File: src/rtl/core/lrat_pkg.sv
// Shared constants and types of the limited rate aim tracker.
// Used by the front, the item queue, the back and the top level.
`timescale 1ns / 1ps

package lrat_pkg;

    localparam int ANGLE_FRAC_BITS = 12;
    localparam int PI_Q            = 12868;
    localparam int HALFPI_Q        = 6434;
    localparam int TWOPI_Q         = 2 * PI_Q;
    localparam int EPS_Q           = 41;
    localparam int TINY_Q          = 4;
    localparam int ONE_Q           = 4096;
    localparam int YAW_BOUND       = PI_Q - EPS_Q;
    localparam int PITCH_BOUND     = HALFPI_Q - EPS_Q;
    localparam int EPS_SQ          = EPS_Q * EPS_Q;
    localparam int REACH_SHIFT     = 24 - ANGLE_FRAC_BITS;

    localparam int QUEUE_DEPTH     = 2;

    // Configuration register indexes.
    localparam logic [2:0] REG_YAW_A   = 3'd0;
    localparam logic [2:0] REG_YAW_B   = 3'd1;
    localparam logic [2:0] REG_PITCH_A = 3'd2;
    localparam logic [2:0] REG_PITCH_B = 3'd3;
    localparam logic [2:0] REG_SPEED   = 3'd4;

    // One classified item handed from the front to the back.
    typedef struct packed {
        logic signed [14:0] cy;
        logic signed [13:0] cp;
        logic               in_box;
        logic [15:0]        et;
        logic [15:0]        speed;
        logic signed [14:0] ylo;
        logic signed [14:0] yhi;
        logic signed [13:0] plo;
        logic signed [13:0] phi;
    } t_item;

    typedef enum logic [4:0] {
        S_IDLE,
        S_MUL,
        S_DX2,
        S_DY2,
        S_RR,
        S_CMP,
        S_SQRT,
        S_MULX,
        S_DIVX,
        S_MULY,
        S_DIVY,
        S_FINY,
        S_EXY,
        S_DIVEY,
        S_FINEY,
        S_EXP,
        S_DIVEP,
        S_FINEP,
        S_OUT
    } t_state;

endpackage

File: src/rtl/core/lrat_queue.sv
// Short item queue between the front and the back of the aim tracker.
// Depends on lrat_pkg for the item type and depth.
`timescale 1ns / 1ps

module lrat_queue (
    input  logic            i_clk,
    input  logic            i_rst_n,
    input  logic            i_push,
    input  lrat_pkg::t_item i_item,
    input  logic            i_pop,
    output logic            o_full,
    output logic            o_valid,
    output lrat_pkg::t_item o_item
);

    lrat_pkg::t_item r_mem [lrat_pkg::QUEUE_DEPTH];
    logic            r_wp, r_rp;
    logic [1:0]      r_count;

    assign o_full  = (r_count == 2'(lrat_pkg::QUEUE_DEPTH));
    assign o_valid = (r_count != 2'd0);
    assign o_item  = r_mem[r_rp];

    always_ff @(posedge i_clk) begin
        if (i_push) begin
            r_mem[r_wp] <= i_item;
        end
    end

    always_ff @(posedge i_clk) begin
        if (!i_rst_n) begin
            r_wp    <= 1'b0;
            r_rp    <= 1'b0;
            r_count <= 2'd0;
        end else begin
            if (i_push) r_wp <= ~r_wp;
            if (i_pop)  r_rp <= ~r_rp;
            r_count <= r_count + 2'(i_push) - 2'(i_pop);
        end
    end

endmodule

File: config.mk
export PLATFORM = sky130hd
export DESIGN_NAME = lrat_queue
export DESIGN_NICKNAME = d
export VERILOG_FILES = /design/src/rtl/core/lrat_pkg.sv /design/src/rtl/core/lrat_queue.sv
export SDC_FILE = /design/constraint.sdc
export NUM_CORES = 1
export LEC_CHECK = 0
export BUFFER_PORTS_ARGS = -buffer_cell sky130_fd_sc_hd__buf_2
export CORE_MARGIN = 3
export CORE_UTILIZATION = 25
export DETAILED_ROUTE_END_ITERATION = 8
export SLEW_MARGIN = 20
export SYNTH_ARGS = -nofsm -noshare
export SYNTH_HDL_FRONTEND = slang
export SYNTH_SLANG_ARGS = --single-unit
File: constraint.sdc
create_clock -name i_clk -period 7.3 [get_ports i_clk]
set_clock_uncertainty 0.1 [all_clocks]
set_input_delay 0.73 -clock i_clk [delete_from_list [all_inputs] [get_ports i_clk]]
set_output_delay 0.73 -clock i_clk [all_outputs]
set_load 0.005 [all_outputs]
==> flow_results.xml <==
<?xml version="1.0" encoding="UTF-8"?>
<metrics>
  <group name="status">
    <metric name="status" unit="">complete, no violations</metric>
  </group>
  <group name="clock_network">
    <metric name="cts.root.buffer_cell" unit="">sky130_fd_sc_hd__clkbuf_16</metric>
    <metric name="clock_sinks" unit="">245</metric>
    <metric name="clock_tree.htree_level_count" unit="">1</metric>
    <metric name="postCtsResizedCells" unit="">0</metric>
    <metric name="clkTransAtPathRegs" unit="ps">60</metric>
    <metric name="cts_buffers" unit="">26</metric>
    <metric name="clock_insertion_delay_worst_skew" unit="ps">530</metric>
    <metric name="cts_tree" unit="">done</metric>
    <metric name="cts.path.max_buffers" unit="">3</metric>
    <metric name="hold_buffer_count_at_cts" unit="">0</metric>
    <metric name="postCtsSetupBuffers" unit="">0</metric>
  </group>
  <group name="route">
    <metric name="vias_per_instance" unit="">3.94</metric>
    <metric name="num_vias" unit="">4462</metric>
    <metric name="drc_violations" unit="">0</metric>
    <metric name="antenna_violating_nets_post_route" unit="">0</metric>
    <metric name="wire_per_inst" unit="µm">16.0</metric>
    <metric name="detail_route.first_pass.iterations" unit="">4</metric>
    <metric name="dr.first_iter.drc_count" unit="">193</metric>
    <metric name="route.final.wire_length" unit="mm">18.2</metric>
  </group>
  <group name="placement">
    <metric name="place_inst" unit="">1085</metric>
    <metric name="place.gp.congestion" unit="">0.677</metric>
    <metric name="detailed_place_hpwl" unit="mm">11.8</metric>
    <metric name="dpl_worst_slack" unit="ps">4080</metric>
    <metric name="io_buffer_count" unit="">245</metric>
  </group>
  <group name="critical_path">
    <metric name="worst-setup-path-type" unit="">flop to output port</metric>
    <metric name="worst_ep_arrival_time" unit="ps">2870</metric>
    <metric name="worst_setup_path_start_kind" unit="">flop</metric>
    <metric name="critical-path-slowest-cell" unit="">sky130_fd_sc_hd__dfxtp_4</metric>
    <metric name="worstSetupEndpointType" unit="">output port</metric>
    <metric name="timing.critical_path.slowest_cell_delay" unit="ps">810</metric>
    <metric name="worst-path-max-fanout" unit="">65</metric>
    <metric name="worst_ep_required_time" unit="ps">6470</metric>
    <metric name="worst-r2r-setup-slack" unit="ps">4810</metric>
    <metric name="critical_path.cell_chain" unit="">buf_4, mux2_2, buf_2</metric>
  </group>
  <group name="synth">
    <metric name="postSynthAreaPerCell" unit="µm²">22.6</metric>
    <metric name="synthesis.nets" unit="">520</metric>
    <metric name="post_synth_edffs" unit="">240</metric>
    <metric name="synthesis.instances" unit="">394</metric>
    <metric name="synth_unique_cells" unit="">13</metric>
    <metric name="ys_seq_area_frac" unit="">0.819</metric>
    <metric name="synth_seq_cells" unit="">245</metric>
    <metric name="post-synth-top-count-cell" unit="">sky130_fd_sc_hd__edfxtp_1</metric>
    <metric name="synth_top_area_frac" unit="">0.808</metric>
    <metric name="netlist_area" unit="µm²">8920</metric>
    <metric name="synth_top_cells_by_count" unit="">sky130_fd_sc_hd__edfxtp_1 (240), sky130_fd_sc_hd__mux2_2 (120), sky130_fd_sc_hd__buf_6 (11), sky130_fd_sc_hd__dfxtp_1 (5)</metric>
    <metric name="yosysWarningCount" unit="">0</metric>
    <metric name="ys_async_sr_fraction" unit="">0</metric>
    <metric name="synth-main-ff-cell" unit="">sky130_fd_sc_hd__edfxtp_1</metric>
    <metric name="post_synth_main_area_contributors" unit="">sky130_fd_sc_hd__edfxtp_1 (81%), sky130_fd_sc_hd__mux2_2 (15%), sky130_fd_sc_hd__buf_6 (1.4%)</metric>
    <metric name="post-synth-top-area-cell" unit="">sky130_fd_sc_hd__edfxtp_1</metric>
  </group>
  <group name="power_and_ir_drop">
    <metric name="powerDensity" unit="nW/µm²">281</metric>
    <metric name="leakage" unit="nW">4.21</metric>
    <metric name="power.ir.vdd_worst" unit="mV">0.144</metric>
  </group>
  <group name="floorplan">
    <metric name="floorplan.initialDensity" unit="">0.256</metric>
    <metric name="core" unit="µm²">34900</metric>
    <metric name="die_area" unit="µm²">38000</metric>
    <metric name="dieHeight" unit="µm">195</metric>
    <metric name="row_count" unit="">68</metric>
    <metric name="io-pin-count" unit="">246</metric>
    <metric name="die_w" unit="µm">195</metric>
  </group>
  <group name="global_routing">
    <metric name="grt_antenna_before_repair" unit="">3</metric>
    <metric name="grt_pass1_vias" unit="">4832</metric>
    <metric name="grt_first_pass_wirelength" unit="mm">27.5</metric>
    <metric name="total_global_routing_track_utilization" unit="">0.0915</metric>
    <metric name="grt_max_degree" unit="">68</metric>
    <metric name="globalRouteOverflowTotal" unit="">0</metric>
  </group>
  <group name="timing">
    <metric name="final_min_period_over_clock_period" unit="">0.506</metric>
    <metric name="worstMarginPinSlew" unit="ps">957</metric>
    <metric name="hold_viol_final" unit="">0</metric>
    <metric name="finalCriticalPeriod" unit="ps">3700</metric>
    <metric name="slew_headroom" unit="">0.362</metric>
    <metric name="setup-tns-final" unit="ps">0</metric>
    <metric name="grt_setup_unrepaired" unit="">no</metric>
    <metric name="fin_hold_ws" unit="ps">285</metric>
    <metric name="achievable-frequency" unit="MHz">271</metric>
    <metric name="final-max-slew-violation-count" unit="">0</metric>
    <metric name="setup_ws" unit="ps">3600</metric>
    <metric name="setup_viol" unit="">0</metric>
  </group>
  <group name="layout">
    <metric name="final_cell_count_no_fill" unit="">1133</metric>
    <metric name="multiInputGateArea" unit="µm²">1480</metric>
    <metric name="finalNetCount" unit="">784</metric>
    <metric name="final_core_util" unit="">0.329</metric>
    <metric name="ff_latch_area" unit="µm²">7310</metric>
    <metric name="nFillCells" unit="">3431</metric>
    <metric name="final_layout_size_suffix_gt1_frac" unit="">0.602</metric>
    <metric name="area_delta_synth_final" unit="%">28.5</metric>
  </group>
  <group name="hold_path">
    <metric name="path_class_of_the_lowest_slack_min_delay_path" unit="">primary input to flop</metric>
  </group>
  <group name="job">
    <metric name="drv.max_cap_violation_count" unit="">0</metric>
  </group>
</metrics>
[cell usage in the layout, fill, tap and decap left out]
| cell type | Yosys | routed |
|---|---|---|
| sky130_fd_sc_hd__xor2_1 | 1 | 1 |
| sky130_fd_sc_hd__o21a_1 | 1 | 1 |
| sky130_fd_sc_hd__clkinv_1 | 0 | 4 |
| sky130_fd_sc_hd__clkbuf_1 | 0 | 8 |
| sky130_fd_sc_hd__clkinv_2 | 0 | 3 |
| sky130_fd_sc_hd__buf_2 | 2 | 245 |
| sky130_fd_sc_hd__clkinvlp_4 | 0 | 1 |
| sky130_fd_sc_hd__inv_1 | 2 | 2 |
| sky130_fd_sc_hd__and2_1 | 4 | 3 |
| sky130_fd_sc_hd__diode_2 | 0 | 2 |
| sky130_fd_sc_hd__ha_1 | 2 | 2 |
| sky130_fd_sc_hd__bufinv_16 | 0 | 3 |
| sky130_fd_sc_hd__mux2_2 | 120 | 120 |
| sky130_fd_sc_hd__and2_4 | 0 | 1 |
| sky130_fd_sc_hd__xnor3_1 | 1 | 1 |
| sky130_fd_sc_hd__clkbuf_16 | 0 | 27 |
| sky130_fd_sc_hd__edfxtp_1 | 240 | 240 |
| sky130_fd_sc_hd__buf_4 | 0 | 4 |
| sky130_fd_sc_hd__dfxtp_4 | 0 | 1 |
| sky130_fd_sc_hd__dfxtp_1 | 5 | 4 |
| sky130_fd_sc_hd__or2_2 | 1 | 1 |
| sky130_fd_sc_hd__nor2b_1 | 4 | 3 |
| sky130_fd_sc_hd__nor2b_4 | 0 | 1 |
[path summary, 6_finish.rpt]
path | start | to | depth (start not counted)
worst max-delay path | flop | o_item[40] | 3
worst min-delay path | i_item[2] | r_mem[0][2]$_DFFE_PP_ | 1
worst min register to register | r_rp$_SDFFE_PN0P_ | flop | 2
worst max register to register | r_wp$_SDFFE_PN0P_ | r_mem[1][63]$_DFFE_PP_ | 2
[through the flow]
stage,cell area [µm²],power (W)
2_1_floorplan,8920,0.00184
6_report,11500,0.00322
3_5_place_dp,10600,0.00197
3_3_place_gp,10600,0.00196
5_1_grt,11500,0.00336
4_1_cts,11500,0.00328
[layer usage]
| metal | global-route usage | part of all wire |
|---|---|---|
| met1 | 0.103 | 0.38 |
| met2 | 0.157 | 0.50 |
| met3 | 0.0352 | 0.084 |
| met4 | 0.0351 | 0.035 |
| met5 | 0 | 0.00039 |
[power by group]
part / total [W] / internal [W] / switching [W] / leakage (nW)
Sequential: 0.00166 / 0.00163 / 0.0000281 / 2.29
Clock: 0.00128 / 0.000778 / 0.000505 / 0.403
Combinational: 0.000277 / 0.000149 / 0.000129 / 1.51
Total: 0.00322 / 0.00256 / 0.000662 / 4.21
[logic make-up (layout without fill, tap and decap cells)]
group / count (synthesis) / count (layout) / synth area share
flops: 245 / 245 / 0.819
fa+ha+maj: 2 / 2 / 0.00280
simple gates: 9 / 9 / 0.00631
mux: 120 / 120 / 0.151
xor+xnor: 2 / 2 / 0.00351
compound gates: 1 / 1 / 0.000842
other cells: 0 / 2 / 0
buf+inv: 15 / 297 / 0.0159
[final cells by class]
| cell class | count | share of cell area |
|---|---|---|
| flip-flops and latches | 245 | 0.638 |
| multi-input cells | 134 | 0.129 |
| repair buffers | 249 | 0.110 |
| clock buffers | 35 | 0.0616 |
| well taps | 455 | 0.0497 |
| clock inverters | 11 | 0.0111 |
| inverters | 2 | 0.000655 |
| diodes | 2 | 0.000437 |
[state kept, by name (all words and copies together), names as in the netlist, named ones only]
signal and count:
r_wp 1, r_rp 1, r_count 2, r_mem 240
[critical path: cells and delay by family (launching register included)]
kind     cells  cell delay, ps
buf+inv      2             910
flops        1             810
mux          1             410
Note: power is estimated with default switching activity, not from simulation.
