`config.mk`:
```
export PLATFORM = sky130hd
export DESIGN_NAME = lrat_back
export DESIGN_NICKNAME = d
export VERILOG_FILES = /design/src/rtl/core/lrat_pkg.sv /design/src/rtl/core/lrat_back.sv
export SDC_FILE = /design/constraint.sdc
export NUM_CORES = 2
export LEC_CHECK = 0
export ABC_AREA = 0
export BUFFER_PORTS_ARGS = -buffer_cell sky130_fd_sc_hd__buf_4
export CORE_ASPECT_RATIO = 1.5
export CORE_UTILIZATION = 64
export CTS_CLUSTER_DIAMETER = 50
export DETAILED_ROUTE_END_ITERATION = 10
export HOLD_SLACK_MARGIN = 0.03
export PLACE_DENSITY = 0.81
export SLEW_MARGIN = 30
export SYNTH_ARGS = -nofsm -noshare
export SYNTH_HDL_FRONTEND = slang
export SYNTH_SLANG_ARGS = --single-unit
```
`constraint.sdc`:
```
create_clock -name i_clk -period 15.1 [get_ports i_clk]
set_input_delay 3.02 -clock i_clk [delete_from_list [all_inputs] [get_ports i_clk]]
set_output_delay 3.02 -clock i_clk [all_outputs]
set_load 0.02 [all_outputs]
```
`src/rtl/core/lrat_pkg.sv`:
```
// Shared constants and types of the limited rate aim tracker.
// Used by the front, the item queue, the back and the top level.
`timescale 1ns / 1ps

package lrat_pkg;

    localparam int ANGLE_FRAC_BITS = 12;
    localparam int PI_Q            = 12868;
    localparam int HALFPI_Q        = 6434;
    localparam int TWOPI_Q         = 2 * PI_Q;
    localparam int EPS_Q           = 41;
    localparam int TINY_Q          = 4;
    localparam int ONE_Q           = 4096;
    localparam int YAW_BOUND       = PI_Q - EPS_Q;
    localparam int PITCH_BOUND     = HALFPI_Q - EPS_Q;
    localparam int EPS_SQ          = EPS_Q * EPS_Q;
    localparam int REACH_SHIFT     = 24 - ANGLE_FRAC_BITS;

    localparam int QUEUE_DEPTH     = 2;

    // Configuration register indexes.
    localparam logic [2:0] REG_YAW_A   = 3'd0;
    localparam logic [2:0] REG_YAW_B   = 3'd1;
    localparam logic [2:0] REG_PITCH_A = 3'd2;
    localparam logic [2:0] REG_PITCH_B = 3'd3;
    localparam logic [2:0] REG_SPEED   = 3'd4;

    // One classified item handed from the front to the back.
    typedef struct packed {
        logic signed [14:0] cy;
        logic signed [13:0] cp;
        logic               in_box;
        logic [15:0]        et;
        logic [15:0]        speed;
        logic signed [14:0] ylo;
        logic signed [14:0] yhi;
        logic signed [13:0] plo;
        logic signed [13:0] phi;
    } t_item;

    typedef enum logic [4:0] {
        S_IDLE,
        S_MUL,
        S_DX2,
        S_DY2,
        S_RR,
        S_CMP,
        S_SQRT,
        S_MULX,
        S_DIVX,
        S_MULY,
        S_DIVY,
        S_FINY,
        S_EXY,
        S_DIVEY,
        S_FINEY,
        S_EXP,
        S_DIVEP,
        S_FINEP,
        S_OUT
    } t_state;

endpackage

```
`src/rtl/core/lrat_back.sv`:
```
// Back of the aim tracker: rate limited step, square root, divisions and extents.
// Depends on lrat_pkg; takes items from lrat_queue and holds the result register.
`timescale 1ns / 1ps

module lrat_back (
    input  logic                 i_clk,
    input  logic                 i_rst_n,
    input  logic                 i_q_valid,
    input  lrat_pkg::t_item      i_q_item,
    output logic                 o_pop,
    output logic                 o_valid,
    input  logic                 i_stall,
    output logic signed [14:0]   o_aim_yaw,
    output logic signed [13:0]   o_aim_pitch,
    output logic signed [13:0]   o_extent_yaw,
    output logic signed [13:0]   o_extent_pitch,
    output logic                 o_on_target
);

    lrat_pkg::t_state   r_state, n_state;
    lrat_pkg::t_item    r_item;
    logic signed [15:0] r_cur_y, r_cur_p, r_ny, r_np;
    logic [31:0]        r_prod;
    logic [19:0]        r_reach;
    logic signed [16:0] r_dx, r_dy;
    logic [29:0]        r_dist2;
    logic [39:0]        r_rr;
    logic               r_reach_ok;
    logic [29:0]        r_sx, r_sr, r_sb;
    logic [14:0]        r_rem, r_den;
    logic [15:0]        r_sh, r_q;
    logic [4:0]         r_cnt;
    logic               r_neg;
    logic signed [13:0] r_ext_y, r_ext_p;
    logic               r_out_valid;

    // Control decoded from the state, the step counter and the distance comparisons.
    logic               load, last;
    logic               cmp_ok, cmp_tiny;

    // Shared divider step and square root step.
    logic [15:0]        dv_t;
    logic               dv_ge;
    logic [14:0]        dv_rem;
    logic [30:0]        sq_sum;
    logic               sq_ge;

    // Extent setup for the axis in work.
    logic signed [15:0] ex_p, ex_lo, ex_hi;
    logic signed [16:0] ex_w;
    logic signed [18:0] ex_num;
    logic [18:0]        ex_mag;
    logic               ex_tiny, ex_sat;
    logic signed [13:0] ex_sat_val;

    // Axis step products.
    logic [14:0]        ax_mag;
    logic [34:0]        ax_prod;
    logic signed [16:0] q_signed;

    assign last     = (r_cnt == 5'd0);
    assign cmp_ok   = {10'd0, r_dist2} < r_rr;
    assign cmp_tiny = r_dist2 < 30'(lrat_pkg::EPS_SQ);

    always_comb begin
        n_state = r_state;
        case (r_state)
            lrat_pkg::S_IDLE:  if (i_q_valid && !r_out_valid) n_state = lrat_pkg::S_MUL;
            lrat_pkg::S_MUL:   n_state = lrat_pkg::S_DX2;
            lrat_pkg::S_DX2:   n_state = lrat_pkg::S_DY2;
            lrat_pkg::S_DY2:   n_state = lrat_pkg::S_RR;
            lrat_pkg::S_RR:    n_state = lrat_pkg::S_CMP;
            lrat_pkg::S_CMP:   n_state = (cmp_ok || cmp_tiny) ? lrat_pkg::S_EXY
                                                              : lrat_pkg::S_SQRT;
            lrat_pkg::S_SQRT:  if (last) n_state = lrat_pkg::S_MULX;
            lrat_pkg::S_MULX:  n_state = lrat_pkg::S_DIVX;
            lrat_pkg::S_DIVX:  if (last) n_state = lrat_pkg::S_MULY;
            lrat_pkg::S_MULY:  n_state = lrat_pkg::S_DIVY;
            lrat_pkg::S_DIVY:  if (last) n_state = lrat_pkg::S_FINY;
            lrat_pkg::S_FINY:  n_state = lrat_pkg::S_EXY;
            lrat_pkg::S_EXY:   n_state = (ex_tiny || ex_sat) ? lrat_pkg::S_EXP
                                                             : lrat_pkg::S_DIVEY;
            lrat_pkg::S_DIVEY: if (last) n_state = lrat_pkg::S_FINEY;
            lrat_pkg::S_FINEY: n_state = lrat_pkg::S_EXP;
            lrat_pkg::S_EXP:   n_state = (ex_tiny || ex_sat) ? lrat_pkg::S_OUT
                                                             : lrat_pkg::S_DIVEP;
            lrat_pkg::S_DIVEP: if (last) n_state = lrat_pkg::S_FINEP;
            lrat_pkg::S_FINEP: n_state = lrat_pkg::S_OUT;
            lrat_pkg::S_OUT:   n_state = lrat_pkg::S_IDLE;
            default:           n_state = lrat_pkg::S_IDLE;
        endcase
    end

    always_comb begin
        load = 1'b0;
        case (r_state)
            lrat_pkg::S_IDLE: load = i_q_valid && !r_out_valid;
            default:          load = 1'b0;
        endcase
    end

    assign o_pop = load;

    always_comb begin
        dv_t   = {r_rem, r_sh[15]};
        dv_ge  = dv_t >= {1'b0, r_den};
        dv_rem = dv_ge ? 15'(dv_t - {1'b0, r_den}) : dv_t[14:0];
        sq_sum = {1'b0, r_sr} + {1'b0, r_sb};
        sq_ge  = {1'b0, r_sx} >= sq_sum;
    end

    always_comb begin
        if (r_state == lrat_pkg::S_EXY) begin
            ex_p  = r_ny;
            ex_lo = 16'(r_item.ylo);
            ex_hi = 16'(r_item.yhi);
        end else begin
            ex_p  = r_np;
            ex_lo = 16'(r_item.plo);
            ex_hi = 16'(r_item.phi);
        end
        ex_w       = 17'(ex_hi) - 17'(ex_lo);
        ex_num     = 19'(2 * (19'(ex_p) - 19'(ex_lo))) - 19'(ex_w);
        ex_mag     = ex_num[18] ? 19'(-ex_num) : 19'(ex_num);
        ex_tiny    = ex_w <= 17'(lrat_pkg::TINY_Q);
        // The quotient reaches one as soon as the numerator reaches the width.
        ex_sat     = ex_mag >= 19'(ex_w);
        ex_sat_val = ex_num[18] ? -14'(lrat_pkg::ONE_Q) : 14'(lrat_pkg::ONE_Q);
    end

    always_comb begin
        if (r_state == lrat_pkg::S_MULX) begin
            ax_mag = r_dx[16] ? 15'(-r_dx) : r_dx[14:0];
        end else begin
            ax_mag = r_dy[16] ? 15'(-r_dy) : r_dy[14:0];
        end
        ax_prod  = 35'(ax_mag) * 35'(r_reach);
        q_signed = r_neg ? -17'(r_q) : 17'(r_q);
    end

    always_ff @(posedge i_clk) begin
        case (r_state)
            lrat_pkg::S_IDLE: if (load) r_item <= i_q_item;
            lrat_pkg::S_MUL: begin
                r_prod <= 32'(r_item.speed) * 32'(r_item.et);
                r_dx   <= 17'(r_item.cy) - 17'(r_cur_y);
                r_dy   <= 17'(r_item.cp) - 17'(r_cur_p);
            end
            lrat_pkg::S_DX2: begin
                r_reach <= r_prod[31:lrat_pkg::REACH_SHIFT];
                r_dist2 <= 30'(34'(r_dx) * 34'(r_dx));
            end
            lrat_pkg::S_DY2: r_dist2 <= r_dist2 + 30'(34'(r_dy) * 34'(r_dy));
            lrat_pkg::S_RR:  r_rr <= 40'(r_reach) * 40'(r_reach);
            lrat_pkg::S_CMP: begin
                r_reach_ok <= cmp_ok;
                if (cmp_ok) begin
                    r_ny <= 16'(r_item.cy);
                    r_np <= 16'(r_item.cp);
                end else if (cmp_tiny) begin
                    r_ny <= r_cur_y;
                    r_np <= r_cur_p;
                end
                r_sx  <= r_dist2;
                r_sr  <= '0;
                r_sb  <= 30'(1) << 28;
                r_cnt <= 5'd14;
            end
            lrat_pkg::S_SQRT: begin
                if (sq_ge) begin
                    r_sx <= 30'({1'b0, r_sx} - sq_sum);
                    r_sr <= (r_sr >> 1) + r_sb;
                end else begin
                    r_sr <= r_sr >> 1;
                end
                r_sb  <= r_sb >> 2;
                r_cnt <= r_cnt - 5'd1;
            end
            lrat_pkg::S_MULX, lrat_pkg::S_MULY: begin
                if (r_state == lrat_pkg::S_MULY) r_ny <= r_cur_y + 16'(q_signed);
                // The quotient stays below two to the sixteenth, so the top part
                // of the product is already a valid remainder.
                r_rem <= ax_prod[30:16];
                r_sh  <= ax_prod[15:0];
                r_den <= r_sr[14:0];
                r_q   <= '0;
                r_neg <= (r_state == lrat_pkg::S_MULX) ? r_dx[16] : r_dy[16];
                r_cnt <= 5'd15;
            end
            lrat_pkg::S_DIVX, lrat_pkg::S_DIVY, lrat_pkg::S_DIVEY, lrat_pkg::S_DIVEP: begin
                r_rem <= dv_rem;
                r_sh  <= r_sh << 1;
                r_q   <= {r_q[14:0], dv_ge};
                r_cnt <= r_cnt - 5'd1;
            end
            lrat_pkg::S_FINY: r_np <= r_cur_p + 16'(q_signed);
            lrat_pkg::S_EXY, lrat_pkg::S_EXP: begin
                if (ex_tiny) begin
                    if (r_state == lrat_pkg::S_EXY) r_ext_y <= '0;
                    else                            r_ext_p <= '0;
                end else if (ex_sat) begin
                    if (r_state == lrat_pkg::S_EXY) r_ext_y <= ex_sat_val;
                    else                            r_ext_p <= ex_sat_val;
                end
                r_rem <= ex_mag[14:0];
                r_sh  <= '0;
                r_den <= ex_w[14:0];
                r_q   <= '0;
                r_neg <= ex_num[18];
                r_cnt <= 5'(lrat_pkg::ANGLE_FRAC_BITS - 1);
            end
            lrat_pkg::S_FINEY: r_ext_y <= 14'(q_signed);
            lrat_pkg::S_FINEP: r_ext_p <= 14'(q_signed);
            default: ;
        endcase
    end

    always_ff @(posedge i_clk) begin
        if (r_state == lrat_pkg::S_OUT) begin
            o_aim_yaw      <= r_ny[14:0];
            o_aim_pitch    <= r_np[13:0];
            o_extent_yaw   <= r_ext_y;
            o_extent_pitch <= r_ext_p;
            o_on_target    <= r_item.in_box && r_reach_ok;
        end
    end

    always_ff @(posedge i_clk) begin
        if (!i_rst_n) begin
            r_state     <= lrat_pkg::S_IDLE;
            r_out_valid <= 1'b0;
            r_cur_y     <= '0;
            r_cur_p     <= '0;
        end else begin
            r_state <= n_state;
            if (r_state == lrat_pkg::S_OUT) begin
                r_out_valid <= 1'b1;
                r_cur_y     <= r_ny;
                r_cur_p     <= r_np;
            end else if (r_out_valid && !i_stall) begin
                r_out_valid <= 1'b0;
            end
        end
    end

    assign o_valid = r_out_valid;

    // A new item only starts once the result register is empty.
    a_busy_out_empty: assert property (@(posedge i_clk) disable iff (!i_rst_n)
        (r_state != lrat_pkg::S_IDLE && r_state != lrat_pkg::S_MUL) |-> !r_out_valid)
        else $error("back busy while a result beat is pending");

    a_div_rem: assert property (@(posedge i_clk) disable iff (!i_rst_n)
        (r_state == lrat_pkg::S_DIVX || r_state == lrat_pkg::S_DIVY ||
         r_state == lrat_pkg::S_DIVEY || r_state == lrat_pkg::S_DIVEP) |-> (r_rem < r_den))
        else $error("divider remainder out of range");

    a_ext_range: assert property (@(posedge i_clk) disable iff (!i_rst_n)
        r_out_valid |-> (o_extent_yaw <= 14'(lrat_pkg::ONE_Q) &&
                         o_extent_yaw >= -14'(lrat_pkg::ONE_Q) &&
                         o_extent_pitch <= 14'(lrat_pkg::ONE_Q) &&
                         o_extent_pitch >= -14'(lrat_pkg::ONE_Q)))
        else $error("extent out of range");

endmodule

```
==> impl_metrics.yaml <==
setup_path:
  slowest_delay_ps: 730
  cp_num_buf_inv: 4
  arrival_ps: 10810
  reg2reg_depth: 40
  crit_required_ps: 15540
  cp.depth: 40
  cp_slowest_cell: "a211oi_1"
  critPathLaunchType: "flop"
  cp-end-kind: "flop"
  crit_fanout: 21
  cpMostUsedCell: "o21ai_0"
  crit_type: "flop to flop"
  critPathTopFamily: "compound AO/OA/AOI/OAI gates"
yosys:
  synth_flop_cell: "edfxtp_1"
  synth-warning-count: 0
  postSynthAreaPerCell_sq_um: 9.68
  synth_area_leader_cell: "fa_1"
  ys_types: 82
  synth_cells: 8070
  ys_top_cells_by_area: "fa_1 (31%), edfxtp_1 (20%), ha_1 (12%)"
  synthesis.nets: 10162
  synth_common_cells: "inv_1 (1584), fa_1 (1224), nand2_1 (1025), ha_1 (744), edfxtp_1 (525)"
  synth_edf_count: 525
  seq_area_frac_synth_pct: 21.1
  synth_top_area_share_pct: 31.4
  synth.most_common_cell: "inv_1"
  synth_area_sq_um: 78100
  synth_seq_cells: 563
  synthArstFlopShare_pct: 0
finish:
  layout.nets: 10221
  n_fill_cell: 8887
  drive_gt1_share_pct: 5.57
  seq_area_sq_um: 16500
  multi_input_area_sq_um: 54800
  area_growth_pct: 6.97
outcome:
  outcome: "completed"
global_routing:
  grt-busiest-layer: "met2"
  grt_max_degree: 67
  gr-usage-met3_pct: 4.42
  grtUsageMet1_pct: 38.1
  antenna_found_initial: 3
  gr-usage-all-layers_pct: 33.7
  grt_first_pass_wirelength_mm: 322
  gr-total-overflow: 0
  grt_pass1_vias: 62065
  globalRouteMet2Util_pct: 60.1
timing:
  rsz0062_at_grt: "false"
  max_freq_ghz: 0.0964
  setup_viol: 0
  tns_ps: 0
  hold_violations: 0
  relSlewSlack_pct: 34.8
  period_share_pct: 68.7
  worstMarginPinSlew_ps: 978
  skew_ps: 53.6
  maxSlewViolCount: 0
  fin_crit_ps: 10380
route:
  antenna_left: 0
  vias: 57194
  drtPass1Iterations: 6
  via_per_inst: 5.86
  drt_iter0_drc: 3931
  drc: 0
  routed_wl_mm: 201
  avgRoutedWirePerCell_um: 20.6
clock_tree:
  cts_inserted_buffers: 67
  htreeDepth: 3
  root_buffer: "clkbuf_16"
  clk_latency_ps: 690
  cts.hold.buffers_added: 0
  cts_tree: "done"
  path_clk_slew_ps: 70
  clockBufferDepth: 3
  cts_setup_buffers: 0
  clock-sinks: 563
  postCtsResizedCells: 0
placed_design:
  port_buffers: 183
  place_congestion: 0.963
  dp_hpwl_mm: 159
die:
  dieWidth_um: 287
  row_count: 156
  fp.dieH_um: 430
  io_pins: 184
  start_util_pct: 64.7
  dieArea_sq_um: 124000
  core-area_sq_um: 121000
hold_path:
  min_path_type: "flop to flop"
  hold_depth: 0
job:
  cap_viol_max_count: 0
through the flow:
step,worst slack [ps],hold slack (ps),utilization [%],cells,cell area (sq um)
2_1_floorplan,504,400,-,8070,78100
3_3_place_gp,4770,400,67.2,9640,81200
3_5_place_dp,4700,405,67.2,9640,81200
4_1_cts,4670,418,69.2,9763,83600
5_1_grt,3990,427,69.2,9764,83600
6_report,4720,418,69.2,9764,83600
per-layer routing:
metal,share of wire [%],vias to the layer above
met5,0.0065,-
met4,6.9,2
met3,6.5,656
met2,52,2297
met1,35,28616
li1,-,25623
layout by cell type (no fill, tap or decap), types with 9 or more instances in the layout:
cell / n
mux2_2: 9
o22ai_1: 10
xor2_1: 131
o31ai_1: 33
fa_1: 1224
and2_1: 423
o21ai_0: 255
xnor2_1: 276
o21a_1: 29
a21o_1: 93
nor2_1: 382
or3_1: 16
nor2b_1: 72
a221o_1: 11
or2_2: 12
inv_1: 1583
nor4_1: 16
or4_1: 11
nand3_1: 49
a21oi_1: 248
dfxtp_1: 38
a21boi_0: 62
nor3_1: 48
ha_1: 744
a31o_2: 19
nand2_1: 1025
mux2i_1: 45
a31oi_1: 57
a211oi_1: 26
clkbuf_16: 67
inv_8: 11
clkinv_1: 10
nand4_1: 28
and3_1: 21
buf_4: 259
o211ai_1: 14
nand2b_1: 57
o21bai_1: 57
edfxtp_1: 525
final cells by class:
class / count / area share (%)
multi-input combinational: 5647 / 65.5
sequential: 563 / 19.8
inverter: 1591 / 7.15
tap: 1580 / 2.37
timing repair buffer: 259 / 2.33
clock buffer: 72 / 2.04
clock inverter: 51 / 0.840
antenna: 1 / 0.00299
kinds of logic (layout without fill, tap and decap cells):
kind of cell               count (synthesis)  in the layout  synth area share, %
and+or+nand+nor                         2202           2202                 13.0
adders and majority gates               1975           1975                 43.4
buffers and inverters                   1860           1973                 8.95
AOI/OAI and AO/OA                       1005           1005                 8.15
DFF                                      563            563                 21.1
xor gates and xnor gates                 408            408                 4.59
muxes                                     57             57                0.745
other                                      0              1                    0
state kept, by name, indices dropped and copies added (netlist names), 15 cells and up:
name and count:
o_aim_yaw 15, r_dy 17, r_cur_y 16, r_np 16
r_sh 16, r_rr 39, r_ny 16, r_den 15
r_sx 30, r_rem 15, r_sr 30, r_sb 15
r_q 16, r_dist2 30, r_dx 17, r_item 120
r_prod 20, r_cur_p 16, r_reach 20
worst paths after layout:
path                            slack (ps)  startpoint     endpoint
worst max-delay path                  4720  r_state[4]  r_ext_y[10]
worst min register to register         420  r_prod[26]  r_reach[14]
worst max register to register        4720  r_state[4]  r_ext_y[10]
worst min-delay path                   420  r_prod[26]  r_reach[14]
Power is not shown: default switching activity piles up to over one toggle a cycle in this logic, so the estimate is an artifact.
