### src/rtl/core/lrat_pkg.sv
// Shared constants and types of the limited rate aim tracker.
// Used by the front, the item queue, the back and the top level.
`timescale 1ns / 1ps

package lrat_pkg;

    localparam int ANGLE_FRAC_BITS = 12;
    localparam int PI_Q            = 12868;
    localparam int HALFPI_Q        = 6434;
    localparam int TWOPI_Q         = 2 * PI_Q;
    localparam int EPS_Q           = 41;
    localparam int TINY_Q          = 4;
    localparam int ONE_Q           = 4096;
    localparam int YAW_BOUND       = PI_Q - EPS_Q;
    localparam int PITCH_BOUND     = HALFPI_Q - EPS_Q;
    localparam int EPS_SQ          = EPS_Q * EPS_Q;
    localparam int REACH_SHIFT     = 24 - ANGLE_FRAC_BITS;

    localparam int QUEUE_DEPTH     = 2;

    // Configuration register indexes.
    localparam logic [2:0] REG_YAW_A   = 3'd0;
    localparam logic [2:0] REG_YAW_B   = 3'd1;
    localparam logic [2:0] REG_PITCH_A = 3'd2;
    localparam logic [2:0] REG_PITCH_B = 3'd3;
    localparam logic [2:0] REG_SPEED   = 3'd4;

    // One classified item handed from the front to the back.
    typedef struct packed {
        logic signed [14:0] cy;
        logic signed [13:0] cp;
        logic               in_box;
        logic [15:0]        et;
        logic [15:0]        speed;
        logic signed [14:0] ylo;
        logic signed [14:0] yhi;
        logic signed [13:0] plo;
        logic signed [13:0] phi;
    } t_item;

    typedef enum logic [4:0] {
        S_IDLE,
        S_MUL,
        S_DX2,
        S_DY2,
        S_RR,
        S_CMP,
        S_SQRT,
        S_MULX,
        S_DIVX,
        S_MULY,
        S_DIVY,
        S_FINY,
        S_EXY,
        S_DIVEY,
        S_FINEY,
        S_EXP,
        S_DIVEP,
        S_FINEP,
        S_OUT
    } t_state;

endpackage

### src/rtl/core/lrat_front.sv
// Front of the aim tracker: sorts and clamps the limits and constrains the target.
// Depends on lrat_pkg; feeds lrat_queue.
`timescale 1ns / 1ps

module lrat_front (
    input  logic                 i_valid,
    output logic                 o_stall,
    input  logic signed [14:0]   i_target_yaw,
    input  logic signed [13:0]   i_target_pitch,
    input  logic [15:0]          i_elapsed_time,
    input  logic signed [14:0]   i_yaw_a,
    input  logic signed [14:0]   i_yaw_b,
    input  logic signed [13:0]   i_pitch_a,
    input  logic signed [13:0]   i_pitch_b,
    input  logic [15:0]          i_speed,
    input  logic                 i_q_full,
    output logic                 o_push,
    output lrat_pkg::t_item      o_item
);

    logic signed [14:0] ymin, ymax, ylo, yhi;
    logic signed [13:0] pmin, pmax, plo, phi;
    logic signed [16:0] ty, dl, dr;
    logic signed [14:0] cy;
    logic signed [13:0] cp;
    logic               in_box;

    assign o_stall = i_q_full;
    assign o_push  = i_valid && !i_q_full;

    always_comb begin
        ymin = (i_yaw_a < i_yaw_b) ? i_yaw_a : i_yaw_b;
        ymax = (i_yaw_a < i_yaw_b) ? i_yaw_b : i_yaw_a;
        pmin = (i_pitch_a < i_pitch_b) ? i_pitch_a : i_pitch_b;
        pmax = (i_pitch_a < i_pitch_b) ? i_pitch_b : i_pitch_a;
        ylo = ymin;
        if (ymin < -15'(lrat_pkg::YAW_BOUND)) ylo = -15'(lrat_pkg::YAW_BOUND);
        if (ymin > 15'(lrat_pkg::YAW_BOUND))  ylo = 15'(lrat_pkg::YAW_BOUND);
        yhi = ymax;
        if (ymax < -15'(lrat_pkg::YAW_BOUND)) yhi = -15'(lrat_pkg::YAW_BOUND);
        if (ymax > 15'(lrat_pkg::YAW_BOUND))  yhi = 15'(lrat_pkg::YAW_BOUND);
        plo = pmin;
        if (pmin < -14'(lrat_pkg::PITCH_BOUND)) plo = -14'(lrat_pkg::PITCH_BOUND);
        if (pmin > 14'(lrat_pkg::PITCH_BOUND))  plo = 14'(lrat_pkg::PITCH_BOUND);
        phi = pmax;
        if (pmax < -14'(lrat_pkg::PITCH_BOUND)) phi = -14'(lrat_pkg::PITCH_BOUND);
        if (pmax > 14'(lrat_pkg::PITCH_BOUND))  phi = 14'(lrat_pkg::PITCH_BOUND);
    end

    always_comb begin
        in_box = 1'b1;
        cp = i_target_pitch;
        if (i_target_pitch < plo) begin
            in_box = 1'b0;
            cp = plo;
        end
        if (i_target_pitch > phi) begin
            in_box = 1'b0;
            cp = phi;
        end
        ty = 17'(i_target_yaw);
        cy = i_target_yaw;
        dl = '0;
        dr = '0;
        // Outside the yaw limits the yaw snaps to the nearer edge, measured across the wrap.
        if (i_target_yaw < ylo) begin
            dl = 17'(ylo) - ty;
            dr = ty + 17'(lrat_pkg::TWOPI_Q) - 17'(yhi);
            in_box = 1'b0;
            cy = (dl < dr) ? ylo : yhi;
        end
        if (i_target_yaw > yhi) begin
            dl = 17'(ylo) - ty + 17'(lrat_pkg::TWOPI_Q);
            dr = ty - 17'(yhi);
            in_box = 1'b0;
            cy = (dl < dr) ? ylo : yhi;
        end
    end

    always_comb begin
        o_item.cy     = cy;
        o_item.cp     = cp;
        o_item.in_box = in_box;
        o_item.et     = i_elapsed_time;
        o_item.speed  = i_speed;
        o_item.ylo    = ylo;
        o_item.yhi    = yhi;
        o_item.plo    = plo;
        o_item.phi    = phi;
    end

endmodule

### config.mk
export PLATFORM = sky130hd
export DESIGN_NAME = lrat_front
export DESIGN_NICKNAME = d
export VERILOG_FILES = /design/src/rtl/core/lrat_pkg.sv /design/src/rtl/core/lrat_front.sv
export SDC_FILE = /design/constraint.sdc
export NUM_CORES = 1
export LEC_CHECK = 0
export BUFFER_PORTS_ARGS = -buffer_cell sky130_fd_sc_hd__buf_4
export CORE_ASPECT_RATIO = 0.5
export CORE_MARGIN = 5
export CORE_UTILIZATION = 50
export DETAILED_ROUTE_END_ITERATION = 12
export MAX_ROUTING_LAYER = met4
export PLACE_DENSITY = 0.86
export RECOVER_POWER = 50
export SLEW_MARGIN = 20
export SYNTH_ARGS = -nofsm -noshare
export SYNTH_HDL_FRONTEND = slang
export SYNTH_SLANG_ARGS = --single-unit
### constraint.sdc
create_clock -name vclk -period 22
set_clock_uncertainty 0.1 [all_clocks]
set_input_delay 0 -clock vclk [all_inputs]
set_output_delay 0 -clock vclk [all_outputs]
set_load 0.01 [all_outputs]
==> impl_metrics.json, run 1 <==
{
  "status": "finished clean",
  "critPathLaunchType": "input port",
  "post-route-period-util_pct": 42.9,
  "cp_slowest_cell": "or4_1",
  "antenna_found_initial": 0,
  "drv_slew": 0,
  "tightest_slew_ns": 0.981,
  "slowest_delay_ns": 0.53,
  "crit_path_end_kind": "primary output",
  "fmax_ghz": 0.106,
  "syn_nets": 1301,
  "dpl.hpwl_um": 20800,
  "clockBufferCount": 0,
  "die_w_um": 180,
  "hold_viol_final": 0,
  "critical_path_class": "input port to primary output",
  "drt_iter0_drc": 676,
  "netlist_instances": 1027,
  "power_density_nw_per_um2": 109,
  "switching_share_pct": 56.2,
  "seqCellArea_sq_um": 0,
  "multi_input_area_sq_um": 6380,
  "std_cell_rows": 31,
  "grt_pass1_vias": 8146,
  "rsz0062_at_grt": "no",
  "yosysWarnings": 0,
  "drcViolationCount": 0,
  "avgSynthCellArea_sq_um": 7.04,
  "peakVddDrop_v": 0.0000560,
  "synth_cell_types": 72,
  "power_switching_mw": 0.534,
  "yosysSeqAreaShare_pct": 0,
  "power.share.combinational_pct": 100.0,
  "post-place-ws_ns": 12.95,
  "dr.pass1.iters": 6,
  "leakage_nw": 4.51,
  "hp-class": "input port to primary output",
  "start_util_pct": 50.5,
  "hold_depth": 2,
  "die_h_um": 95.0,
  "pin_count": 243,
  "clkPwrFrac_pct": 0,
  "cp_data_arrival_time_ns": 9.34,
  "n_antenna_cell": 0,
  "post_cts_buffers": 0,
  "dpl_cell_area_sq_um": 8480,
  "fin_ws_ns": 12.56,
  "track_usage_pct": 27.4,
  "ant_nets": 0,
  "final_area_sq_um": 8690,
  "utilization_pct": 60.7,
  "syn_area_sq_um": 7230,
  "die-area_sq_um": 17100,
  "required_ns": 21.90,
  "cap_violations": 0,
  "layout-drive-gt1-share_pct": 15.3,
  "grt_overflow": 0,
  "p_int_mw": 0.416,
  "post-route-min-period_ns": 9.44,
  "wirelength_um": 24700,
  "grt_pass1_wl_um": 38600,
  "via_per_inst": 6.05,
  "total_power_mw": 0.950,
  "fillers": 1299,
  "relSlewSlack_pct": 34.6,
  "setup_tns_ns": 0,
  "setup_viol": 0,
  "seqPwrFrac_pct": 0,
  "seq_cells": 0,
  "hold_buffers": 32,
  "nets": 1454,
  "fin_cells": 1376,
  "vias": 8325,
  "gp_congestion": 0.980,
  "grt_max_degree": 45,
  "wl_per_cell_um": 18.0,
  "cts_resized": 0,
  "dp_cells": 1344,
  "area_growth_pct": 20.2,
  "portBuffers": 179,
  "whs_ns": 0.130,
  "cp_max_fo": 44,
  "core_area_sq_um": 14300
}
-- critical path, delay by kind of cell --
kind | cells | cell delay (ns)
compound gates | 19 | 4.71
xor+xnor | 2 | 0.54
fa+ha+maj | 5 | 1.57
buf+inv | 6 | 0.98
mux | 2 | 0.32
simple gates | 5 | 1.19
-- power groups by stage --
stage | registers [mW] | clock network (mW) | logic [mW]
after floorplan | 0 | 0 | 0.644
after global placement | 0 | 0 | 0.905
after detailed placement | 0 | 0 | 0.932
after CTS | 0 | 0 | 0.944
after global routing | 0 | 0 | 1.04
final | 0 | 0 | 0.950
-- cells by family (layout without fill, tap and decap cells) --
kind of cell	after synthesis	count (layout)	share of synthesized area (%)
AO/OA/AOI/OAI	300	300	27.6
multiplexers	57	57	8.01
adder cells (fa/ha/maj)	153	153	27.7
buffers and inverters	189	340	11.9
XOR/XNOR	44	44	5.33
AND/OR/NAND/NOR	284	284	19.5
-- routing by layer --
metal / routed length [um] / vias up / GRT usage, % / share of wire (%)
li1: - / 3958 / - / -
met1: 9950 / 3849 / 31.5 / 40
met2: 11900 / 418 / 49.8 / 48
met3: 1720 / 100 / 3.01 / 7.0
met4: 1150 / 0 / 11.4 / 4.6
met5: 0 / - / - / 0
-- synthesized netlist by cell type, types with 9 or more instances --
cell type / n / area share [%]
a211oi_1: 9 / 0.93
o21ai_0: 83 / 5.7
a21o_1: 21 / 2.2
a211o_1: 14 / 1.7
mux2i_1: 52 / 7.2
nand2b_1: 23 / 2.0
nand3_1: 32 / 2.2
xnor2_1: 24 / 2.9
xor2_1: 20 / 2.4
fa_1: 12 / 3.3
and3_1: 11 / 0.95
nor2_1: 67 / 3.5
a31oi_1: 13 / 1.1
a221o_1: 9 / 1.2
nand4_1: 15 / 1.3
nand2_1: 73 / 3.8
nor3_1: 21 / 1.5
ha_1: 141 / 24
clkbuf_1: 17 / 0.88
nor2b_1: 14 / 1.2
a21oi_1: 75 / 5.2
buf_4: 35 / 3.6
inv_1: 125 / 6.5
-- cells in the final DEF, fill, tap and decap left out, drive strengths merged, types with 20 or more instances in the layout --
cell type / instances
xnor2: 24
inv: 125
o21ai: 83
nand2: 73
nand2b: 23
a21oi: 76
clkbuf: 26
ha: 141
buf: 157
mux2i: 53
xor2: 20
dlygate4sd3: 32
nand3: 33
nor3: 22
nor2: 67
a21o: 21
-- worst paths after layout --
kind        from          end  slack, ns
min     i_q_full      o_stall       0.13
max   i_yaw_b[8]  o_item[119]      12.56
-- area by class of cell --
type / instances / area share [%]
Timing Repair Buffer: 215 / 18.4
Inverter: 125 / 5.40
Tap cell: 198 / 2.85
Multi-Input combinational cell: 838 / 73.4
Power figures use the tool's default switching activity.
==> run 2: changes to the inputs <==
- ABC_AREA: unset -> 1
- clock period: 22 -> 8.89 ns (I/O delays scaled with it)
==> run 2 against run 1 <==
Effect of this change:
- critical path depth increased by 8
- setup slack worse by 12 ns
- sequential share of layout area unchanged
- cell count is 22% higher
- highest routed layer unchanged
- area after synthesis up 5.1%
- first-iteration DRC count up 14%
- critical endpoint is now o_item[109]
- combinational power grew to 3.3 times the previous value
- worst hold slack worse by 0.0037 ns
- synthesized cell count up 28%
- die area is 4.6% higher
- via count increased by 10%
- core utilization grew 1.7 points
- largest cell class unchanged
==> impl_metrics.json, run 2 <==
{
  "worst_path_most_repeated_cell": "nand2_1",
  "core_area_sq_um": 14700,
  "grt_max_degree": 38,
  "fin_cells": 1676,
  "drt_iter0_drc": 770,
  "critPathLaunchType": "input port",
  "yosysWarnings": 0,
  "dp_cells": 1640,
  "endpoint": "o_item[109]",
  "start_util_pct": 51.8,
  "synthTopCellsByArea": "ha_1 (23%), nand2_1 (15%), inv_1 (13%)",
  "yosysTopAreaCellShare_pct": 23.2,
  "post-route-min-period_ns": 8.20,
  "setup_viol": 0,
  "die-area_sq_um": 17900,
  "dr.pass1.iters": 5,
  "track_usage_pct": 28.1,
  "multi_input_area_sq_um": 6240,
  "clockBufferCount": 0,
  "synth_largest_area_cell": "ha_1",
  "crit_buf_inv": 10,
  "critical_path_class": "input port to primary output",
  "die_h_um": 97.2,
  "dpl.hpwl_um": 21900,
  "post-route-period-util_pct": 92.2,
  "cp_max_fo": 17,
  "required_ns": 8.79,
  "hold_viol_final": 0,
  "cp_data_arrival_time_ns": 8.10,
  "slowest_delay_ns": 0.43,
  "fmax_ghz": 0.122,
  "critPathTopFamily": "compound AO/OA/AOI/OAI gates",
  "netlist_instances": 1315,
  "grt_overflow": 0,
  "ant_nets": 0,
  "std_cell_rows": 31,
  "crit_path_end_kind": "primary output",
  "final_cell_mix": "nand2_1 (296), inv_1 (253), buf_4 (174), ha_1 (140), nand3_1 (138)",
  "peakVddDrop_v": 0.000272,
  "pin_count": 243,
  "synth_cell_types": 49,
  "nets": 1754,
  "fillers": 1415,
  "seqCellArea_sq_um": 0,
  "leakage_nw": 5.35,
  "portBuffers": 179,
  "antenna_found_initial": 0,
  "yosysMostFrequentCell": "nand2_1",
  "cap_violations": 0,
  "synthTopCellsByCount": "nand2_1 (294), inv_1 (255), ha_1 (141)",
  "relSlewSlack_pct": 28.8,
  "status": "finished clean",
  "power_density_nw_per_um2": 348,
  "die_w_um": 184,
  "via_per_inst": 5.47,
  "dpl_cell_area_sq_um": 8860,
  "tightest_slew_ns": 1.06,
  "n_antenna_cell": 0,
  "avgSynthCellArea_sq_um": 5.78,
  "path_depth": 47,
  "drv_slew": 0,
  "cp_slowest_cell": "o21ai_0",
  "grt_pass1_vias": 8833,
  "gp_congestion": 0.998,
  "final_area_sq_um": 9160,
  "area_growth_pct": 20.5,
  "syn_nets": 1589,
  "layout-drive-gt1-share_pct": 14.0,
  "vias": 9163,
  "grt_pass1_wl_um": 41700,
  "seq_cells": 0,
  "wl_per_cell_um": 15.6,
  "drcViolationCount": 0,
  "mostFrequentLayoutCell": "nand2_1",
  "syn_area_sq_um": 7590,
  "yosysSeqAreaShare_pct": 0,
  "critical_path.startpoint": "i_yaw_b[1]",
  "hp-class": "input port to primary output",
  "wirelength_um": 26100
}
==> run 2: cell type report <==
class,instances,area share [%]
timing repair buffer,225,18.5
tap,198,2.71
inverter,256,10.5
multi-input combinational,996,68.1
timing repair inverter,1,0.0820
==> run 2: worst min-delay path by stage <==
stage                    start         end  slack [ns]  cells after the start
CTS                   i_q_full     o_stall        0.09                      2
detailed placement  i_speed[5]  o_item[63]        -0.1                      0
floorplan             i_q_full      o_push       -0.05                      1
finish                i_q_full     o_stall        0.13                      2
global placement    i_speed[5]  o_item[63]        -0.1                      0
global route          i_q_full     o_stall        0.14                      2
==> run 2: cell families (layout without fill, tap and decap cells) <==
logic type | count (synthesis) | count (layout) | synth area share [%]
compound gates | 220 | 220 | 16.1
xor+xnor | 51 | 51 | 5.88
fa+ha+maj | 153 | 153 | 26.4
buf+inv | 319 | 482 | 18.1
simple gates | 572 | 572 | 33.6
==> run 2: power breakdown <==
| group | total [mW] | internal (mW) | switching (mW) |
|---|---|---|---|
| logic | 3.18 | 1.24 | 1.95 |
| registers | 0 | 0 | 0 |
| clock network | 0 | 0 | 0 |
==> run 2: per-layer routing <==
| metal | vias to the layer above | global-route usage [%] | routed length [um] |
|---|---|---|---|
| met4 | 0 | 5.28 | 535 |
| met3 | 51 | 3.48 | 2300 |
| met2 | 422 | 49.2 | 12300 |
| met1 | 4133 | 34.9 | 10900 |
| met5 | - | - | 0 |
| li1 | 4557 | - | - |
==> run 2: what timing repair did <==
| action | in CTS | in global routing |
|---|---|---|
| setup buffers | 0 | 3 |
| endpoints found under the setup margin | 0 | 15 |
| resized for setup | 0 | 14 |
| hold buffers | 32 | 0 |
| hold endpoints to repair | 32 | 0 |
==> run 2: through the flow <==
stage	power, mW	hold slack, ns	util, %	setup WS [ns]	TNS, ns
final	3.18	0.126	62.4	0.689	0
after global routing	3.56	0.143	62.4	-0.0445	-0.117
after CTS	3.13	0.0945	62.6	0.421	0
after detailed placement	3.10	-0.0999	60.4	0.447	0
after global placement	3.03	-0.0999	60.4	0.774	0
after floorplan	2.07	-0.0525	-	1.65	0
==> run 3: changes to the inputs <==
- PLACE_DENSITY: 0.86 -> unset
- PLACE_DENSITY_LB_ADDON: unset -> 0.3
==> run 3 against run 2 <==
Effect of this change:
- setup slack lost 0.044 ns
- worst hold slack improved by 0.0062 ns
- critical path depth up 4
- core utilization rose by 0.63 points
- non-clock buffer count is 1 higher
- wire length up 3.4%
- cell area increased by 1.0%
- cell count up 0.18%
- power increased by 0.89%
- highest routed layer unchanged
==> impl_metrics.json, run 3 (synthesis results as in run 2) <==
{
  "status": "finished clean",
  "drcViolationCount": 0,
  "cp_max_fo": 23,
  "hp-class": "input port to primary output",
  "track_usage_pct": 28.5,
  "utilization_pct": 63.1,
  "dr.pass1.iters": 5,
  "power_density_nw_per_um2": 347,
  "setup_viol": 0,
  "leakage_nw": 5.38,
  "fmax_ghz": 0.121,
  "pin_count": 243,
  "relSlewSlack_pct": 23.3,
  "drv_slew": 0,
  "drt_iter0_drc": 646,
  "grt_max_degree": 38,
  "critPathLaunchType": "input port",
  "die-area_sq_um": 17900,
  "area_growth_pct": 21.8,
  "dp_cells": 1639,
  "peakVddDrop_v": 0.000195,
  "portBuffers": 179,
  "crit_path_end_kind": "primary output",
  "post-route-period-util_pct": 92.7,
  "layout-drive-gt1-share_pct": 15.2,
  "mostFrequentLayoutCell": "nand2_1",
  "total_power_mw": 3.21,
  "antenna_found_initial": 1,
  "critPathTopFamily": "simple AND/OR/NAND/NOR gates",
  "drt-met1-wl_um": 11700,
  "met3WireLength_um": 2360,
  "worst_path_most_repeated_cell": "nand2_1",
  "seqCellArea_sq_um": 0,
  "grt_pass1_vias": 8538,
  "hold_viol_final": 0,
  "via_per_inst": 5.37,
  "routed.top_layer": "met4",
  "start_util_pct": 51.8,
  "crit_buf_inv": 10,
  "dpl.hpwl_um": 22500,
  "fin_cells": 1679,
  "seq_cells": 0,
  "die_h_um": 97.2,
  "core_area_sq_um": 14700,
  "ant_nets": 0,
  "grt_pass1_wl_um": 42000,
  "clockBufferCount": 0,
  "gp_congestion": 0.962,
  "die_w_um": 184,
  "critical_path_class": "input port to primary output",
  "vias": 9021,
  "cp_data_arrival_time_ns": 8.14,
  "final_cell_mix": "nand2_1 (295), inv_1 (252), buf_4 (176), ha_1 (140), nand3_1 (137)",
  "cp_slowest_cell": "ha_1",
  "nets": 1756,
  "post-route-min-period_ns": 8.24,
  "std_cell_rows": 31,
  "tightest_slew_ns": 1.15,
  "required_ns": 8.79,
  "wl_per_cell_um": 16.1,
  "slowest_delay_ns": 0.40,
  "cap_violations": 0,
  "met2_length_um": 12600,
  "grt_overflow": 0,
  "fillers": 1442,
  "wirelength_um": 27000
}
[run 3: changes by cell type in the layout (fill, tap and decap cells not counted), sizes merged]
cell,delta
diode,+1
buf,+3
clkbuf,-2
clkinvlp,+1
[run 3: final cells by class]
cell class,instances,area (sq um),share of cell area (%)
repair inverters,2,15.0,0.162
multi-input cells,996,6300,68.1
diodes,1,2.50,0.0271
repair buffers,226,1720,18.6
inverters,256,965,10.4
well taps,198,248,2.68
[run 3: path summary, 6_finish.rpt]
path,slack [ns],start,cells past startpoint,endpoint
max,0.65,i_yaw_b[2],51,o_item[117]
min,0.13,i_q_full,2,o_stall
[run 3: where the power goes]
group          internal [mW]  switching [mW]
Sequential                 0               0
Clock           0.0000000151               0
Combinational           1.25            1.96
Total                   1.25            1.96
[run 3: repair_timing]
item,4_1_cts,5_1_grt
hold buffers,32,0
resized for setup,0,29
buffers inserted,0,5
endpoints found under the hold margin,32,0
endpoints found under the setup margin,0,15
[run 3: per-stage QoR]
| step | hold slack, ns | worst slack [ns] | area [sq um] | TNS (ns) |
|---|---|---|---|---|
| final | 0.132 | 0.645 | 9250 | 0 |
| after floorplan | -0.0525 | 1.65 | 7590 | 0 |
| after global routing | 0.147 | -0.0596 | 9250 | -0.273 |
| after detailed placement | -0.0999 | 0.366 | 8850 | 0 |
| after CTS | 0.0913 | 0.333 | 9170 | 0 |
| after global placement | -0.0999 | 0.612 | 8850 | 0 |
[run 3: per-layer routing]
metal	up-vias	GRT usage, %
li1	4553	-
met1	4041	37.1
met2	394	48.8
met3	33	3.33
met4	0	3.92
met5	-	-
